## src/design/waveshaping_distortion_top_macros.svh

```systemverilog
// assertion helpers for the waveshaper design files
// each helper is clocked on clk and switched off while rst_n is low
`ifndef WAVESHAPING_DISTORTION_TOP_MACROS_SVH
`define WAVESHAPING_DISTORTION_TOP_MACROS_SVH
`ifndef SYNTHESIS
`define WSD_ASSERT(lbl, expr) \
    lbl: assert property (@(posedge clk) disable iff (!rst_n) (expr)) \
        else $error("wsd check failed");
`define WSD_ASSERT_IMPLY(lbl, ante, cons) \
    lbl: assert property (@(posedge clk) disable iff (!rst_n) (ante) |-> (cons)) \
        else $error("wsd check failed");
`define WSD_ASSERT_NEXT(lbl, ante, cons) \
    lbl: assert property (@(posedge clk) disable iff (!rst_n) (ante) |=> (cons)) \
        else $error("wsd check failed");
`else
`define WSD_ASSERT(lbl, expr)
`define WSD_ASSERT_IMPLY(lbl, ante, cons)
`define WSD_ASSERT_NEXT(lbl, ante, cons)
`endif
`endif

```

## src/design/wsd_pkg.sv

```systemverilog
package wsd_pkg;

    localparam int SAMPLE_W = 16;
    localparam int D_W      = 20;
    localparam int THR_W    = 15;
    localparam int GAIN_W   = 16;
    localparam int MIX_W    = 7;
    localparam int MODE_W   = 2;

    localparam int CFG_IDX_W  = 3;
    localparam int CFG_DATA_W = 16;

    localparam logic [CFG_IDX_W-1:0] REG_MODE     = 3'd0;
    localparam logic [CFG_IDX_W-1:0] REG_DRIVE    = 3'd1;
    localparam logic [CFG_IDX_W-1:0] REG_THRESH   = 3'd2;
    localparam logic [CFG_IDX_W-1:0] REG_MIX      = 3'd3;
    localparam logic [CFG_IDX_W-1:0] REG_OUT_GAIN = 3'd4;

    localparam logic [MODE_W-1:0] MODE_SOFT = 2'd0;
    localparam logic [MODE_W-1:0] MODE_HARD = 2'd1;
    localparam logic [MODE_W-1:0] MODE_FOLD = 2'd2;
    localparam logic [MODE_W-1:0] MODE_OFF  = 2'd3;

    localparam int UNITY_GAIN = 4096;
    localparam int ROUND_Q12  = 2048;
    localparam int MIX_FULL   = 100;
    localparam int T_ONE      = 32768;

    // tanh continued-fraction coefficients, constant term already in q12
    localparam int TANH_K0 = 553512960;
    localparam int TANH_N1 = 17325;
    localparam int TANH_N2 = 378;
    localparam int TANH_D1 = 62370;
    localparam int TANH_D2 = 3150;
    localparam int TANH_D3 = 28;

    // ceil(2^30 / 100), exact floor division by 100 for values below 2^23
    localparam int RECIP_100 = 10737419;
    localparam int SAT_SPAN  = 3276800;

    localparam int QUEUE_DEPTH = 4;
    localparam int QPTR_W      = 2;
    localparam int QCNT_W      = 3;

    localparam int DIV1_W     = 30;
    localparam int DIV1_VW    = 17;
    localparam int DIV1_STEPS = 30;
    localparam int DIV2_VW    = 35;
    localparam int DIV2_STEPS = 16;

    typedef enum logic [1:0] {
        CLS_SOFT,
        CLS_HARD,
        CLS_FOLD,
        CLS_MUTE
    } cls_t;

    typedef struct packed {
        logic [MODE_W-1:0] mode;
        logic [GAIN_W-1:0] drive;
        logic [THR_W-1:0]  thr;
        logic [MIX_W-1:0]  mix;
        logic [GAIN_W-1:0] og;
    } cfg_t;

    typedef struct packed {
        logic signed [SAMPLE_W-1:0] x;
        logic signed [D_W-1:0]      d;
        cls_t                       cls;
    } item_t;

endpackage

```

## src/design/wsd_front.sv

```systemverilog
module wsd_front
    import wsd_pkg::*;
(
    input  logic                       in_valid,
    input  logic signed [SAMPLE_W-1:0] sample_in,
    input  cfg_t                       cfg,
    input  logic                       full,
    output logic                       in_stall,
    output logic                       push,
    output item_t                      item
);

    logic signed [32:0] drv_prod;
    logic signed [32:0] drv_sum;
    cls_t               cls;

    assign in_stall = full;
    assign push     = in_valid && !full;

    // drive gain in q4.12 with round half up, floored
    assign drv_prod = sample_in * signed'({1'b0, cfg.drive});
    assign drv_sum  = drv_prod + 33'(ROUND_Q12);

    always_comb
    begin
        unique case (cfg.mode)
            MODE_SOFT: cls = CLS_SOFT;
            MODE_HARD: cls = CLS_HARD;
            MODE_FOLD: cls = CLS_FOLD;
            default:   cls = CLS_MUTE;
        endcase
    end

    assign item.x   = sample_in;
    assign item.d   = D_W'(drv_sum >>> 12);
    assign item.cls = cls;

endmodule

```

## config.mk

```make
export PLATFORM = sky130hd
export DESIGN_NAME = wsd_front
export DESIGN_NICKNAME = d
export VERILOG_FILES = /design/src/design/waveshaping_distortion_top_macros.svh /design/src/design/wsd_pkg.sv /design/src/design/wsd_front.sv
export SDC_FILE = /design/constraint.sdc
export NUM_CORES = 1
export LEC_CHECK = 0
export BUFFER_PORTS_ARGS = -buffer_cell sky130_fd_sc_hd__buf_4
export CAP_MARGIN = 40
export CORE_MARGIN = 2
export CORE_UTILIZATION = 62
export DETAILED_ROUTE_END_ITERATION = 10
export GPL_TIMING_DRIVEN = 0
export PLACE_DENSITY = 0.85
export RECOVER_POWER = 100
export SYNTH_ARGS = -nofsm -noshare
export SYNTH_HDL_FRONTEND = slang
export SYNTH_SLANG_ARGS = --single-unit
```

## constraint.sdc

```tcl
create_clock -name vclk -period 10
set_input_delay 1.5 -clock vclk [all_inputs]
set_output_delay 1.5 -clock vclk [all_outputs]
set_load 0.005 [all_outputs]
```

==> metrics.txt <==
YS warnings 0; Area Overhead vs Synth 8.090%; post-cts hold buffer count 0; # resized after CTS 0; hpwl dp 20130 um; Die H 123.7 um; clkbuf count 0; setup TNS 0 ns; Cell variety after synth 53; Final Slew Violations 0; Worst Path Max Fanout 10; Yosys top cell by area fa_1; vias in the first global route 7646; data arrival time of the critical path 7.98 ns; layout cell share with drive strength beyond 1 8.076%; Max Fclk 105.4 MHz; endpoints failing hold 0; sequential cells 0; routed len/inst 18.72 um; Final Instance Area 9595 um2; antenna-violating nets left 0; GRT Total Usage 33.18%; Syn Area/Cell 8.635 um2; final setup fails 0; n_diodes 0; CP Class input port to primary output; Avg Vias per Cell 5.794; Synth top area share 43.75%; final routed DRC violation total 0; run status finished, final reports clean; most instantiated cells after synthesis 217 x inv_1, 194 x fa_1, 141 x nand2_1; vias 7428; Cell Area, Placed 9658 um2; worst-margin pin slew 0.8127 ns; Worst Setup End Kind primary output; starting density of the core 63.71%; initial antenna violation count 0; Placeable Area 13930 um2; Total Wirelength 24010 um; Sequential Area 0 um2; Mapped Area 8877 um2; grt total ovfl 0; first-pass GRT wire length 38390 um; RSZ-0062 raised after global routing no; synth top area cells fa_1 44%, ha_1 16%, inv_1 9.2%, and2_1 8.6%, nand2_1 6.0%; I/O pin cnt 114; Syn Inst Count 1028; count leader, synth inv_1; Slew Limit Headroom 45.82%; die area 15290 um2; largest net degree at the start of global routing 11; Syn Nets 1408; GPL Wtd Cong 1.003; Hold Crit Class input port to primary output; drt first pass iters 5; Port Buffers 74; Worst Path Required 8.50 ns; crit path time final 9.485 ns; Die Span X 123.7 um; element type at the critical path start input port; row count 43; sequential share of the synthesized area 0%; # nets final 1484; Tcrit/Tclk final 94.85%; Max Cap Viol 0; Starting DRT DRC Count 547; Post-CTS Setup Repair Bufs 0
==> cell families (layout without fill, tap and decap cells) <==
kind of cell / count (synthesis) / count (layout) / synth area share, %
AO/OA/AOI/OAI: 96 / 96 / 7.442
XOR/XNOR: 21 / 21 / 2.072
adder cells (fa/ha/maj): 306 / 306 / 59.53
buffers and inverters: 273 / 347 / 12.37
AND/OR/NAND/NOR: 332 / 332 / 18.58
==> final cells by class <==
type                       count  area [um2]
tap                          180       225.2
multi-input combinational    755        7776
buffer                        56       284.0
inverter                     217       814.5
fill                        1159        4339
timing repair buffer          74       495.5
==> layout by cell type, fill, tap and decap left out, types with 6 or more instances in the layout <==
master	count
a21oi_1	27
and2_1	119
buf_4	66
clkbuf_1	51
clkbuf_4	9
fa_1	194
ha_1	112
inv_1	217
nand2_1	142
nand2b_1	6
nand3_1	10
nor2_1	24
nor3_1	9
o211ai_1	7
o21a_1	6
o21ai_0	13
xnor2_1	13
xor2_1	8
==> path summary, 6_finish.rpt <==
check	cells past startpoint	endpoint	startpoint
max	23	item[21]	sample_in[7]
min	2	item[0]	cfg[54]
==> routing by layer <==
layer / up-vias / share of wire (%) / GRT usage [%]
met5: - / 0 / 0
met4: 0 / 5.2 / 13.00
met3: 84 / 9.8 / 5.998
met2: 405 / 48 / 56.11
met1: 3660 / 37 / 42.45
li1: 3279 / - / -
==> through the flow <==
step | hold WS (ns) | utilization (%) | instances | setup WS [ns]
after floorplan | 3.030 | - | 1028 | 1.996
after global placement | 3.162 | 69.31 | 1282 | 0.9098
after detailed placement | 3.162 | 69.31 | 1282 | 0.9294
after CTS | 3.164 | 69.31 | 1282 | 0.9021
after global routing | 3.204 | 68.86 | 1282 | 0.3138
final | 3.183 | 68.86 | 1282 | 0.5152
==> worst max-delay path: stages <==
cell       delay [ns]
clkbuf_1         0.35
clkbuf_1         0.54
nand2_1          0.18
fa_1             0.56
inv_1            0.05
fa_1             0.49
inv_1            0.05
fa_1             0.53
inv_1            0.05
fa_1             0.46
fa_1             0.49
inv_1            0.05
fa_1             0.53
inv_1            0.07
ha_1             0.26
buf_2            0.19
nand4_1          0.17
a2111oi_2        0.41
a21oi_1          0.17
o211ai_1         0.33
o21ai_0          0.21
xnor2_1          0.19
buf_4            0.14
Power is not shown: default switching activity piles up to over one toggle a cycle in this logic, so the estimate is an artifact.
