==> config.mk <==
export PLATFORM = sky130hd
export DESIGN_NAME = wsd_queue
export DESIGN_NICKNAME = d
export VERILOG_FILES = /design/src/design/wsd_pkg.sv /design/src/design/wsd_queue.sv
export VERILOG_INCLUDE_DIRS = /design/src /design/src/design
export SDC_FILE = /design/constraint.sdc
export NUM_CORES = 1
export LEC_CHECK = 0
export CORE_MARGIN = 3
export CORE_UTILIZATION = 54
export DETAILED_ROUTE_END_ITERATION = 8
export DONT_BUFFER_PORTS = 1
export GPL_TIMING_DRIVEN = 1
export PLACE_DENSITY = 0.69
export SKIP_CTS_REPAIR_TIMING = 1
export SYNTH_ARGS = -nofsm -noshare
export SYNTH_HDL_FRONTEND = slang
export SYNTH_SLANG_ARGS = --single-unit
export TNS_END_PERCENT = 100
==> constraint.sdc <==
create_clock -name clk -period 2.25 [get_ports clk]
set_input_delay 0.225 -clock clk [delete_from_list [all_inputs] [get_ports clk]]
set_output_delay 0.225 -clock clk [all_outputs]
set_load 0.01 [all_outputs]
==> src/design/waveshaping_distortion_top_macros.svh <==
// assertion helpers for the waveshaper design files
// each helper is clocked on clk and switched off while rst_n is low
`ifndef WAVESHAPING_DISTORTION_TOP_MACROS_SVH
`define WAVESHAPING_DISTORTION_TOP_MACROS_SVH
`ifndef SYNTHESIS
`define WSD_ASSERT(lbl, expr) \
    lbl: assert property (@(posedge clk) disable iff (!rst_n) (expr)) \
        else $error("wsd check failed");
`define WSD_ASSERT_IMPLY(lbl, ante, cons) \
    lbl: assert property (@(posedge clk) disable iff (!rst_n) (ante) |-> (cons)) \
        else $error("wsd check failed");
`define WSD_ASSERT_NEXT(lbl, ante, cons) \
    lbl: assert property (@(posedge clk) disable iff (!rst_n) (ante) |=> (cons)) \
        else $error("wsd check failed");
`else
`define WSD_ASSERT(lbl, expr)
`define WSD_ASSERT_IMPLY(lbl, ante, cons)
`define WSD_ASSERT_NEXT(lbl, ante, cons)
`endif
`endif

==> src/design/wsd_pkg.sv <==
package wsd_pkg;

    localparam int SAMPLE_W = 16;
    localparam int D_W      = 20;
    localparam int THR_W    = 15;
    localparam int GAIN_W   = 16;
    localparam int MIX_W    = 7;
    localparam int MODE_W   = 2;

    localparam int CFG_IDX_W  = 3;
    localparam int CFG_DATA_W = 16;

    localparam logic [CFG_IDX_W-1:0] REG_MODE     = 3'd0;
    localparam logic [CFG_IDX_W-1:0] REG_DRIVE    = 3'd1;
    localparam logic [CFG_IDX_W-1:0] REG_THRESH   = 3'd2;
    localparam logic [CFG_IDX_W-1:0] REG_MIX      = 3'd3;
    localparam logic [CFG_IDX_W-1:0] REG_OUT_GAIN = 3'd4;

    localparam logic [MODE_W-1:0] MODE_SOFT = 2'd0;
    localparam logic [MODE_W-1:0] MODE_HARD = 2'd1;
    localparam logic [MODE_W-1:0] MODE_FOLD = 2'd2;
    localparam logic [MODE_W-1:0] MODE_OFF  = 2'd3;

    localparam int UNITY_GAIN = 4096;
    localparam int ROUND_Q12  = 2048;
    localparam int MIX_FULL   = 100;
    localparam int T_ONE      = 32768;

    // tanh continued-fraction coefficients, constant term already in q12
    localparam int TANH_K0 = 553512960;
    localparam int TANH_N1 = 17325;
    localparam int TANH_N2 = 378;
    localparam int TANH_D1 = 62370;
    localparam int TANH_D2 = 3150;
    localparam int TANH_D3 = 28;

    // ceil(2^30 / 100), exact floor division by 100 for values below 2^23
    localparam int RECIP_100 = 10737419;
    localparam int SAT_SPAN  = 3276800;

    localparam int QUEUE_DEPTH = 4;
    localparam int QPTR_W      = 2;
    localparam int QCNT_W      = 3;

    localparam int DIV1_W     = 30;
    localparam int DIV1_VW    = 17;
    localparam int DIV1_STEPS = 30;
    localparam int DIV2_VW    = 35;
    localparam int DIV2_STEPS = 16;

    typedef enum logic [1:0] {
        CLS_SOFT,
        CLS_HARD,
        CLS_FOLD,
        CLS_MUTE
    } cls_t;

    typedef struct packed {
        logic [MODE_W-1:0] mode;
        logic [GAIN_W-1:0] drive;
        logic [THR_W-1:0]  thr;
        logic [MIX_W-1:0]  mix;
        logic [GAIN_W-1:0] og;
    } cfg_t;

    typedef struct packed {
        logic signed [SAMPLE_W-1:0] x;
        logic signed [D_W-1:0]      d;
        cls_t                       cls;
    } item_t;

endpackage

==> src/design/wsd_queue.sv <==
`include "waveshaping_distortion_top_macros.svh"

module wsd_queue
    import wsd_pkg::*;
(
    input  logic  clk,
    input  logic  rst_n,
    input  logic  push,
    input  item_t item,
    input  logic  pop,
    output item_t head,
    output logic  full,
    output logic  empty
);

    item_t             mem_reg [0:QUEUE_DEPTH-1];
    logic [QPTR_W-1:0] wr_ptr_reg;
    logic [QPTR_W-1:0] rd_ptr_reg;
    logic [QCNT_W-1:0] count_reg;

    assign full  = count_reg == QCNT_W'(QUEUE_DEPTH);
    assign empty = count_reg == '0;
    assign head  = mem_reg[rd_ptr_reg];

    always_ff @(posedge clk)
    begin
        if (push)
        begin
            mem_reg[wr_ptr_reg] <= item;
        end
    end

    always_ff @(posedge clk or negedge rst_n)
    begin
        if (!rst_n)
        begin
            wr_ptr_reg <= '0;
            rd_ptr_reg <= '0;
            count_reg  <= '0;
        end
        else
        begin
            if (push)
            begin
                wr_ptr_reg <= wr_ptr_reg + 1'b1;
            end
            if (pop)
            begin
                rd_ptr_reg <= rd_ptr_reg + 1'b1;
            end
            if (push && !pop)
            begin
                count_reg <= count_reg + 1'b1;
            end
            else if (pop && !push)
            begin
                count_reg <= count_reg - 1'b1;
            end
        end
    end

    `WSD_ASSERT(q_count_bound, count_reg <= QCNT_W'(QUEUE_DEPTH))
    `WSD_ASSERT_IMPLY(q_pop_nonempty, pop, !empty)
    `WSD_ASSERT_NEXT(q_push_grows, push && !pop, count_reg == $past(count_reg) + 1'b1)

endmodule

==> results.tsv, run 1 <==
stage	metric	value	unit
floorplanning	num ports	82	
timing	final hold violations	0	
status	status	finished, final reports clean	
floorplanning	starting density of the core	0.564	
logic_synthesis	Post-synth top cells	edfxtp_1, mux4_2, dfrtp_1, ha_1	
clock_network	Clk Tree Root Cell	clkbuf_8	
clock_network	clk sinks	159	
clock_network	TritonCTS clock tree	done	
timing	RSZ-0062 raised after global routing	no	
timing	Finish-stage setup viols	0	
logic_synthesis	FFs w/ async S/R, synth	0.0440	
timing	clk_skew	0.00380	ns
placement	port bufs	0	
logic_synthesis	share of the synthesized area in the top cell type	0.770	
logic_synthesis	Synth Area in Adders	0.0139	
logic_synthesis	Ys Warns	0	
timing	Slew @ Worst Pin	0.367	ns
logic_synthesis	top post-synthesis cells by area	edfxtp_1, mux4_2, dfrtp_1, buf_12, ha_1	
final_layout	diode count	0	
grt	first-pass GRT wire length	14.8	mm
logic_synthesis	Netlist cell types	19	
clock_network	worst skew pair latency	0.51	ns
floorplanning	Die Width	111	µm
logic_synthesis	Synth Instances	233	
placement	DP HPWL	5.68	mm
timing	fin. max-slew vios	0	
run	maxcap violations	0	
logic_synthesis	Synth Area in Simple Gates	0.00824	
worst_setup_path	Worst R2R End	mem_reg[0][28]	
drt	starting DRC count in detailed routing	241	
placement	placed insts	372	
floorplanning	die height	111	µm
clock_network	CTS Buffer Depth	2	
placement	Placed Area	6120	µm²
final_layout	max reg flops	152	
power_and_ir_drop	VDD IR-drop max	0.672	mV
logic_synthesis	Cell Area, Synth	5920	µm²
worst_setup_path	CP Capture Type	output port	
power_and_ir_drop	Power Total	8.99	mW
final_layout	fraction of layout cells with a size suffix above 1	0.278	
final_layout	Syn-to-layout area delta	19.7	%
timing	setup TNS	0	ns
logic_synthesis	sequential fraction of the synthesis area	0.800	
worst_hold_path	Hold Crit Class	input pin to async pin	
drt	final WL	9.52	mm
floorplanning	die area	12300	µm²
worst_setup_path	CP max FO	14	
drt	Vias	2491	
logic_synthesis	compound-gate portion of the synthesized area	0.000845	
clock_network	CTS H-tree lvls	4	
timing	Min Hold Slack	0.0396	ns
worst_setup_path	Worst path slowest cell	mux4_2	
floorplanning	FP Rows	37	
final_layout	design area	7090	µm²
timing	Rel. slew slack	0.753	
grt	GRT overflow	0	
worst_setup_path	CP peak stage delay	0.60	ns
drt	wire length per cell	21.4	µm
final_layout	final non-filler cell total	445	
logic_synthesis	largest family of logic cells by synthesized area	multiplexers	
logic_synthesis	most numerous cell in the Yosys netlist	edfxtp_1	
logic_synthesis	ys flop type	edfxtp_1	
grt	vias in the first global route	2603	
drt	drt first pass iters	4	
final_layout	Final Net Count	344	
worst_setup_path	Cell Chain, Critical Path	buf_4, mux4_2	
worst_setup_path	crit path kind	flop to output port	
clock_network	total CTS buffers	17	
worst_setup_path	flop2flop setup slack	0.68	ns
worst_setup_path	CP arrival	1.78	ns
drt	post-route antenna net violation count	0	
logic_synthesis	register bit total from synthesis	159	
timing	fin crit share	0.889	
worst_setup_path	worst r2r src	wr_ptr_reg[0]	
logic_synthesis	XOR/XNOR Fraction of Synth Area	0.00887	
grt	pin count of the biggest net entering global routing	27	
logic_synthesis	Syn Nets	281	
worst_setup_path	Worst EP required	2.03	ns
logic_synthesis	Post-synth EDFFs	152	
placement	GP Congestion	0.688	
drt	DRC Markers	0	
worst_setup_path	Register-to-Register Path Depth	4	
power_and_ir_drop	power per cell area	1270	nW/µm²
worst_setup_path	startpoint types	flop	
clock_network	CTS clock-pin slew for the worst setup and hold paths	0.06	ns
timing	Max Fclk	0.500	GHz
timing	shortest period the worst path allows	2.00	ns
drt	Vias per Instance	5.60	
grt	gr usage total	0.163	
logic_synthesis	mux cell area share after synthesis	0.146	
grt	initial antenna violation count	0	
logic_synthesis	syn_area_per_cell	25.4	µm²
floorplanning	Core Area	10500	µm²
logic_synthesis	dominant cell type by area after synthesis	edfxtp_1	
power_and_ir_drop	LEAKAGE	2.34	nW
==> area by class of cell <==
type                    instances  area, µm²
flip-flops and latches        159       4740
fillers                       658       3420
multi-input cells              61       1060
repair buffers                 53        538
clock buffers                  20        425
well taps                     136        170
clock inverters                12        138
inverters                       4       15.0
==> placed cells by master (no fill, tap or decap), types with 2 or more instances in the layout <==
cell type and n:
inv_6 2, dlygate4sd3_1 41, bufinv_16 2, dfrtp_1 5, dfrtp_2 2, buf_4 9, clkbuf_16 16, edfxtp_1 152
clkinv_4 2, mux4_2 38, nand2_1 2, ha_1 5, and2_2 4, clkbuf_1 3, clkinvlp_4 5, xor2_1 4
buf_12 3, xnor2_1 2, inv_1 4
==> worst max-delay path, delay by kind of cell (launching register included) <==
family                 cells  cell delay, ns
multiplexers               1            0.60
flip-flops                 1            0.38
buffers and inverters      1            0.29
==> per-stage QoR <==
stage          utilization  worst slack [ns]
3_5_place_dp         0.582             0.664
5_1_grt              0.675             0.155
3_3_place_gp         0.582             0.701
2_1_floorplan            -             0.312
4_1_cts              0.636             0.185
6_report             0.675             0.250
==> kinds of logic (layout without fill, tap and decap cells) <==
kind of cell / Yosys count / in the layout
multiplexers: 39 / 39
buffers and inverters: 13 / 89
flip-flops: 159 / 159
adder cells (fa/ha/maj): 6 / 6
AND/OR/NAND/NOR: 9 / 9
XOR/XNOR: 6 / 6
AO/OA/AOI/OAI: 1 / 1
==> power by group <==
part | total, mW | internal [mW] | switching [mW]
Clock | 2.66 | 1.58 | 1.08
Sequential | 4.06 | 3.88 | 0.176
Combinational | 2.27 | 1.01 | 1.26
==> worst max-delay path by stage <==
stage | startpoint | to | slack [ns] | cells after the start
2_1_floorplan | wr_ptr_reg[0] | mem_reg[2][0] | 0.31 | 3
3_3_place_gp | wr_ptr_reg[0] | mem_reg[0][28] | 0.70 | 4
3_5_place_dp | wr_ptr_reg[0] | mem_reg[0][2] | 0.66 | 4
4_1_cts | rd_ptr_reg[0] | head[21] | 0.19 | 2
5_1_grt | rd_ptr_reg[0] | head[18] | 0.15 | 2
6_report | rd_ptr_reg[0] | head[21] | 0.25 | 2
==> layer usage <==
layer | global-route usage | share of wire | vias up
met5 | 0 | 0 | -
met4 | 0.0542 | 0.013 | 0
met3 | 0.0721 | 0.058 | 13
met2 | 0.251 | 0.51 | 61
met1 | 0.212 | 0.42 | 1304
li1 | - | - | 1113
Power figures use the tool's default switching activity.
==> inputs of run 2 (changes only) <==
--- a/config.mk
+++ b/config.mk
@@ -8,9 +8,8 @@
 export LEC_CHECK = 0
 export CORE_MARGIN = 3
-export CORE_UTILIZATION = 54
+export CORE_UTILIZATION = 50
 export DETAILED_ROUTE_END_ITERATION = 8
 export DONT_BUFFER_PORTS = 1
 export GPL_TIMING_DRIVEN = 1
-export PLACE_DENSITY = 0.69
 export SKIP_CTS_REPAIR_TIMING = 1
 export SYNTH_ARGS = -nofsm -noshare
==> constraint.sdc (replaced) <==
create_clock -name clk -period 2.25 [get_ports clk]
set_input_delay 0.45 -clock clk [delete_from_list [all_inputs] [get_ports clk]]
set_output_delay 0.45 -clock clk [all_outputs]
set_load 0.01 [all_outputs]
==> run 2 against run 1 <==
Clock skew rose by 0.0024 ns; clock power rose by 14%; combinational power fell by 2%; power rose by 4.5%; global-route usage fell by 1.3 points; first-iteration DRC count fell by 38%; register-to-register slack got worse by 0.04 ns; clock-buffer cell count fell by 3; sequential share of layout area rose by 2.4 points; hold slack improved by 0.070 ns; utilization fell by 8.0 points; critical path depth did not move; largest cell class unchanged; largest power group unchanged.
==> results.tsv, run 2 (synthesis results as in run 1) <==
stage	metric	value	unit	change
status	status	finished, final reports clean		
clock_network	clk sinks	159		unchanged
worst_setup_path	Worst R2R End	mem_reg[1][32]		
placement	GP Congestion	0.654		-4.9%
timing	shortest period the worst path allows	2.16	ns	+0.156 ns
worst_setup_path	CP Capture Type	output port		
drt	wire length per cell	22.4	µm	+4.7%
final_layout	most frequent cells in the layout	edfxtp_1, mux4_2, clkbuf_16		
floorplanning	die area	13200	µm²	+7.6%
clock_network	worst skew pair latency	0.42	ns	-0.09 ns
final_layout	Syn-to-layout area delta	15.5	%	
placement	Placed Area	6160	µm²	+0.72%
grt	first-pass GRT wire length	14.1	mm	-5.0%
worst_setup_path	Worst EP required	1.80	ns	-0.23 ns
grt	vias in the first global route	2475		-4.9%
worst_setup_path	crit path kind	flop to output port		
timing	clk_skew	0.00624	ns	+0.00244 ns
timing	Rel. slew slack	0.714		-0.0388
timing	RSZ-0062 raised after global routing	no		
final_layout	diode count	0		unchanged
placement	port bufs	0		unchanged
final_layout	most common cell after layout, fill and taps aside	edfxtp_1		
timing	final hold violations	0		unchanged
drt	starting DRC count in detailed routing	149		-38%
worst_setup_path	CP delay by family, top	multiplexers		
timing	Slew @ Worst Pin	0.427	ns	+0.0601 ns
drt	final WL	9.27	mm	-2.6%
drt	Vias	2348		-5.7%
worst_setup_path	Worst path slowest cell	mux4_2		
drt	Vias per Instance	5.67		+1.3%
clock_network	CTS clock-pin slew for the worst setup and hold paths	0.06	ns	about the same
timing	fin crit share	0.958		+0.0692
worst_setup_path	CP arrival	1.71	ns	-0.07 ns
timing	PnR worst setup slack	0.0939	ns	-0.156 ns
grt	initial antenna violation count	0		unchanged
worst_hold_path	hold depth	1		
clock_network	CTS H-tree lvls	4		unchanged
final_layout	Final Net Count	306		-11%
clock_network	CTS Buffer Depth	2		unchanged
placement	DP HPWL	5.56	mm	-2.1%
power_and_ir_drop	LEAKAGE	2.25	nW	-3.8%
worst_setup_path	Register-to-Register Path Depth	4		unchanged
floorplanning	num ports	82		unchanged
timing	Max Fclk	0.464	GHz	-7.2%
clock_network	TritonCTS clock tree	done		
timing	Finish-stage setup viols	0		unchanged
floorplanning	starting density of the core	0.514		-0.0493
final_layout	Filler cells	836		+27%
drt	drt first pass iters	4		unchanged
drt	post-route antenna net violation count	0		unchanged
grt	pin count of the biggest net entering global routing	35		+30%
worst_setup_path	worst r2r src	wr_ptr_reg[1]		
final_layout	fraction of layout cells with a size suffix above 1	0.332		+0.0538
final_layout	max reg flops	152		unchanged
worst_setup_path	CP bufs+invs	1		unchanged
floorplanning	FP Rows	39		+5.4%
floorplanning	Die Width	115	µm	+3.7%
clock_network	total CTS buffers	17		unchanged
power_and_ir_drop	power per cell area	1370	nW/µm²	+8.3%
worst_hold_path	Hold Path Sink	rd_ptr_reg[0]		
worst_setup_path	Cell Chain, Critical Path	buf_12, mux4_2		
clock_network	Clk Tree Root Cell	clkbuf_16		
run	maxcap violations	0		unchanged
worst_setup_path	CP peak stage delay	0.58	ns	-0.02 ns
grt	gr usage total	0.151		-0.0128
worst_setup_path	flop2flop setup slack	0.64	ns	-0.04 ns
power_and_ir_drop	VDD IR-drop max	0.619	mV	-7.8%
placement	dpl ws	0.433	ns	-0.231 ns
floorplanning	Core Area	11500	µm²	+9.6%
drt	DRC Markers	0		unchanged
worst_setup_path	startpoint types	flop		
worst_hold_path	Hold Crit Class	input pin to flop		
worst_hold_path	Hold Path Origin	pop		
timing	fin. max-slew vios	0		unchanged
grt	GRT overflow	0		unchanged
final_layout	design area	6840	µm²	-3.5%
floorplanning	die height	115	µm	+3.7%
worst_setup_path	CP max FO	19		+5
[run 2: cell count changes in the layout (fill, tap and decap cells not counted), sizes merged]
cell,change
clkbuf,-3
dlygate4sd3,-40
clkinvlp,-4
bufinv,+3
inv,-1
clkinv,+5
buf,+2
[run 2: power breakdown]
part / internal [mW] / switching [mW] / leakage, nW
clock network: 1.96 / 1.08 / 0.314
logic: 1.06 / 1.16 / 0.456
registers: 3.89 / 0.255 / 1.48
[run 2: layout make-up]
cell class,count,area [µm²],share of cell area
clock buffers,17,425,0.0622
well taps,143,179,0.0261
inverters,4,15.0,0.00219
flip-flops and latches,159,4740,0.693
multi-input cells,61,1060,0.155
repair buffers,15,203,0.0296
clock inverters,15,216,0.0316
[run 2: worst max path at each step]
| stage | cells after the start | slack (ns) | start | to |
|---|---|---|---|---|
| after floorplan | 3 | 0.31 | wr_ptr_reg[0] | mem_reg[2][0] |
| after global placement | 2 | 0.44 | rd_ptr_reg[1] | head[29] |
| after detailed placement | 2 | 0.43 | rd_ptr_reg[1] | head[29] |
| after CTS | 2 | -0.02 | rd_ptr_reg[1] | head[29] |
| after global routing | 2 | 0.02 | rd_ptr_reg[0] | head[0] |
| final | 2 | 0.09 | rd_ptr_reg[0] | head[0] |
[run 2: metal layers]
metal | vias up | wire length (µm) | global-route usage
met5 | - | 0 | 0
met4 | 0 | 182 | 0.0775
met3 | 16 | 578 | 0.0589
met2 | 62 | 4800 | 0.235
met1 | 1243 | 3700 | 0.184
li1 | 1027 | - | -
[run 2: metrics by stage]
| stage | setup TNS, ns | hold WS [ns] | total power [mW] | cells | utilization |
|---|---|---|---|---|---|
| after detailed placement | 0 | 0.155 | 6.45 | 377 | 0.535 |
| after global routing | 0 | 0.0896 | 9.83 | 414 | 0.594 |
| after global placement | 0 | 0.155 | 6.41 | 377 | 0.535 |
| after floorplan | 0 | 0.154 | 5.94 | 233 | - |
| final | 0 | 0.109 | 9.40 | 414 | 0.594 |
| after CTS | -0.173 | -0.298 | 9.51 | 409 | 0.591 |
==> inputs of run 3 (changes only) <==
CORE_UTILIZATION = 35   (was 50)
==> run 3 against run 2 <==
Via count grew 1.1%; clock power fell by 3%; design area up 0.86%.
==> results.tsv, run 3 (synthesis results as in run 1) <==
stage	metric	value	unit	change
status	status	finished, final reports clean		
timing	fin crit share	0.960		+0.00145
clock_network	Clk Tree Root Cell	clkbuf_16		
drt	final WL	10.4	mm	+12%
drt	wire length per cell	21.3	µm	-4.6%
floorplanning	die height	136	µm	+19%
placement	Placed Area	6280	µm²	+2.0%
worst_setup_path	crit path kind	flop to output port		
floorplanning	starting density of the core	0.365		-0.149
final_layout	fraction of layout cells with a size suffix above 1	0.316		-0.0161
power_and_ir_drop	clock network fraction of total power	0.316		-0.008
timing	PnR worst setup slack	0.0907	ns	-0.00325 ns
timing	Slew @ Worst Pin	0.457	ns	+0.0292 ns
worst_setup_path	Register-to-Register Path Depth	4		unchanged
timing	RSZ-0062 raised after global routing	no		
clock_network	CTS H-tree lvls	4		unchanged
clock_network	clk sinks	159		unchanged
timing	final hold violations	0		unchanged
drt	starting DRC count in detailed routing	169		+13%
floorplanning	FP Rows	46		+18%
power_and_ir_drop	combinational share of power	0.244		+0.008
timing	shortest period the worst path allows	2.16	ns	+0.00325 ns
final_layout	max reg flops	152		unchanged
worst_hold_path	Hold Crit Class	input pin to flop		
timing	clk_skew	0.00613	ns	-0.000108 ns
timing	fin. max-slew vios	0		unchanged
power_and_ir_drop	switching share of power	0.272		+0.00635
placement	DP HPWL	6.46	mm	+16%
power_and_ir_drop	Net Switching	2.53	mW	+1.2%
worst_setup_path	worst r2r src	wr_ptr_reg[1]		
drt	post-route antenna net violation count	0		unchanged
power_and_ir_drop	VDD IR-drop max	0.671	mV	+8.3%
final_layout	Syn-to-layout area delta	16.5	%	
final_layout	Final Net Count	304		-0.65%
worst_setup_path	end of the critical path	head[7]		
floorplanning	die area	18500	µm²	+40%
drt	DRC Markers	0		unchanged
grt	gr usage total	0.121		-0.0293
final_layout	most frequent cells in the layout	edfxtp_1, mux4_2, clkbuf_16		
power_and_ir_drop	Power Total	9.30	mW	-1.1%
floorplanning	Core Area	16200	µm²	+41%
grt	initial antenna violation count	0		unchanged
grt	vias in the first global route	2638		+6.6%
worst_setup_path	Worst R2R End	mem_reg[1][30]		
worst_setup_path	CP max FO	25		+6
power_and_ir_drop	cell internal pwr	6.77	mW	-2.0%
power_and_ir_drop	sequential share of power	0.440		about the same
placement	GP Congestion	0.637		-2.5%
worst_setup_path	Worst EP required	1.80	ns	about the same
floorplanning	Die Width	136	µm	+19%
clock_network	TritonCTS clock tree	done		
worst_setup_path	CP arrival	1.71	ns	about the same
clock_network	CTS Buffer Depth	2		unchanged
timing	Finish-stage setup viols	0		unchanged
clock_network	CTS clock-pin slew for the worst setup and hold paths	0.06	ns	about the same
final_layout	diode count	0		unchanged
timing	Max Fclk	0.463	GHz	-0.15%
final_layout	most common cell after layout, fill and taps aside	edfxtp_1		
placement	port bufs	0		unchanged
power_and_ir_drop	LEAKAGE	2.22	nW	-1.3%
timing	Rel. slew slack	0.696		-0.0188
clock_network	worst skew pair latency	0.42	ns	about the same
floorplanning	num ports	82		unchanged
worst_setup_path	startpoint types	flop		
final_layout	design area	6900	µm²	+0.86%
placement	dpl ws	0.446	ns	+0.0123 ns
run	maxcap violations	0		unchanged
worst_setup_path	CP Capture Type	output port		
power_and_ir_drop	power per cell area	1350	nW/µm²	-2.0%
grt	first-pass GRT wire length	15.8	mm	+12%
grt	pin count of the biggest net entering global routing	26		-26%
drt	drt first pass iters	4		unchanged
drt	Vias per Instance	4.90		-14%
grt	GRT overflow	0		unchanged
worst_setup_path	critical path launch point	rd_ptr_reg[0]		
drt	Vias	2375		+1.1%
clock_network	total CTS buffers	17		unchanged
worst_setup_path	flop2flop setup slack	0.67	ns	+0.03 ns
## run 3: layer usage
metal / vias to the layer above / global-route usage / routed length, µm
li1: 1022 / - / -
met1: 1274 / 0.139 / 4100
met2: 63 / 0.194 / 5290
met3: 16 / 0.0574 / 812
met4: 0 / 0.0554 / 159
met5: - / 0 / 0
## run 3: how the worst min path moves through the flow
stage	startpoint	to	depth (start not counted)
floorplan	rst_n	count_reg[0]	0
global placement	rst_n	count_reg[2]	0
detailed placement	rst_n	count_reg[2]	0
CTS	rst_n	wr_ptr_reg[0]	0
global route	pop	rd_ptr_reg[0]	1
finish	pop	rd_ptr_reg[0]	1
## run 3: area by class of cell
type,instances,area [µm²]
multi-input combinational,61,1060
sequential,159,4740
timing repair buffer,13,204
tap,216,270
clock inverter,11,168
inverter,4,15.0
fill,1436,9330
clock buffer,21,440
## run 3: power by group through the flow
stage          registers (mW)  logic [mW]  clock network [mW]
2_1_floorplan            4.06        1.87                   0
3_3_place_gp             4.12        2.33                   0
3_5_place_dp             4.16        2.36                   0
4_1_cts                  4.10        2.36                3.02
5_1_grt                  4.15        2.46                3.14
6_report                 4.09        2.27                2.94
## run 3: critical path: stages (launching register included)
cell and delay, ns:
dfrtp_4 0.43, buf_12 0.23, mux4_2 0.60
## run 3: through the flow
stage          hold WS, ns   util  setup TNS (ns)  instances
2_1_floorplan        0.154      -               0        233
3_3_place_gp         0.155  0.387               0        452
3_5_place_dp         0.155  0.387               0        452
4_1_cts             -0.303  0.424          -0.120        484
5_1_grt             0.0865  0.425               0        485
6_report             0.114  0.425               0        485
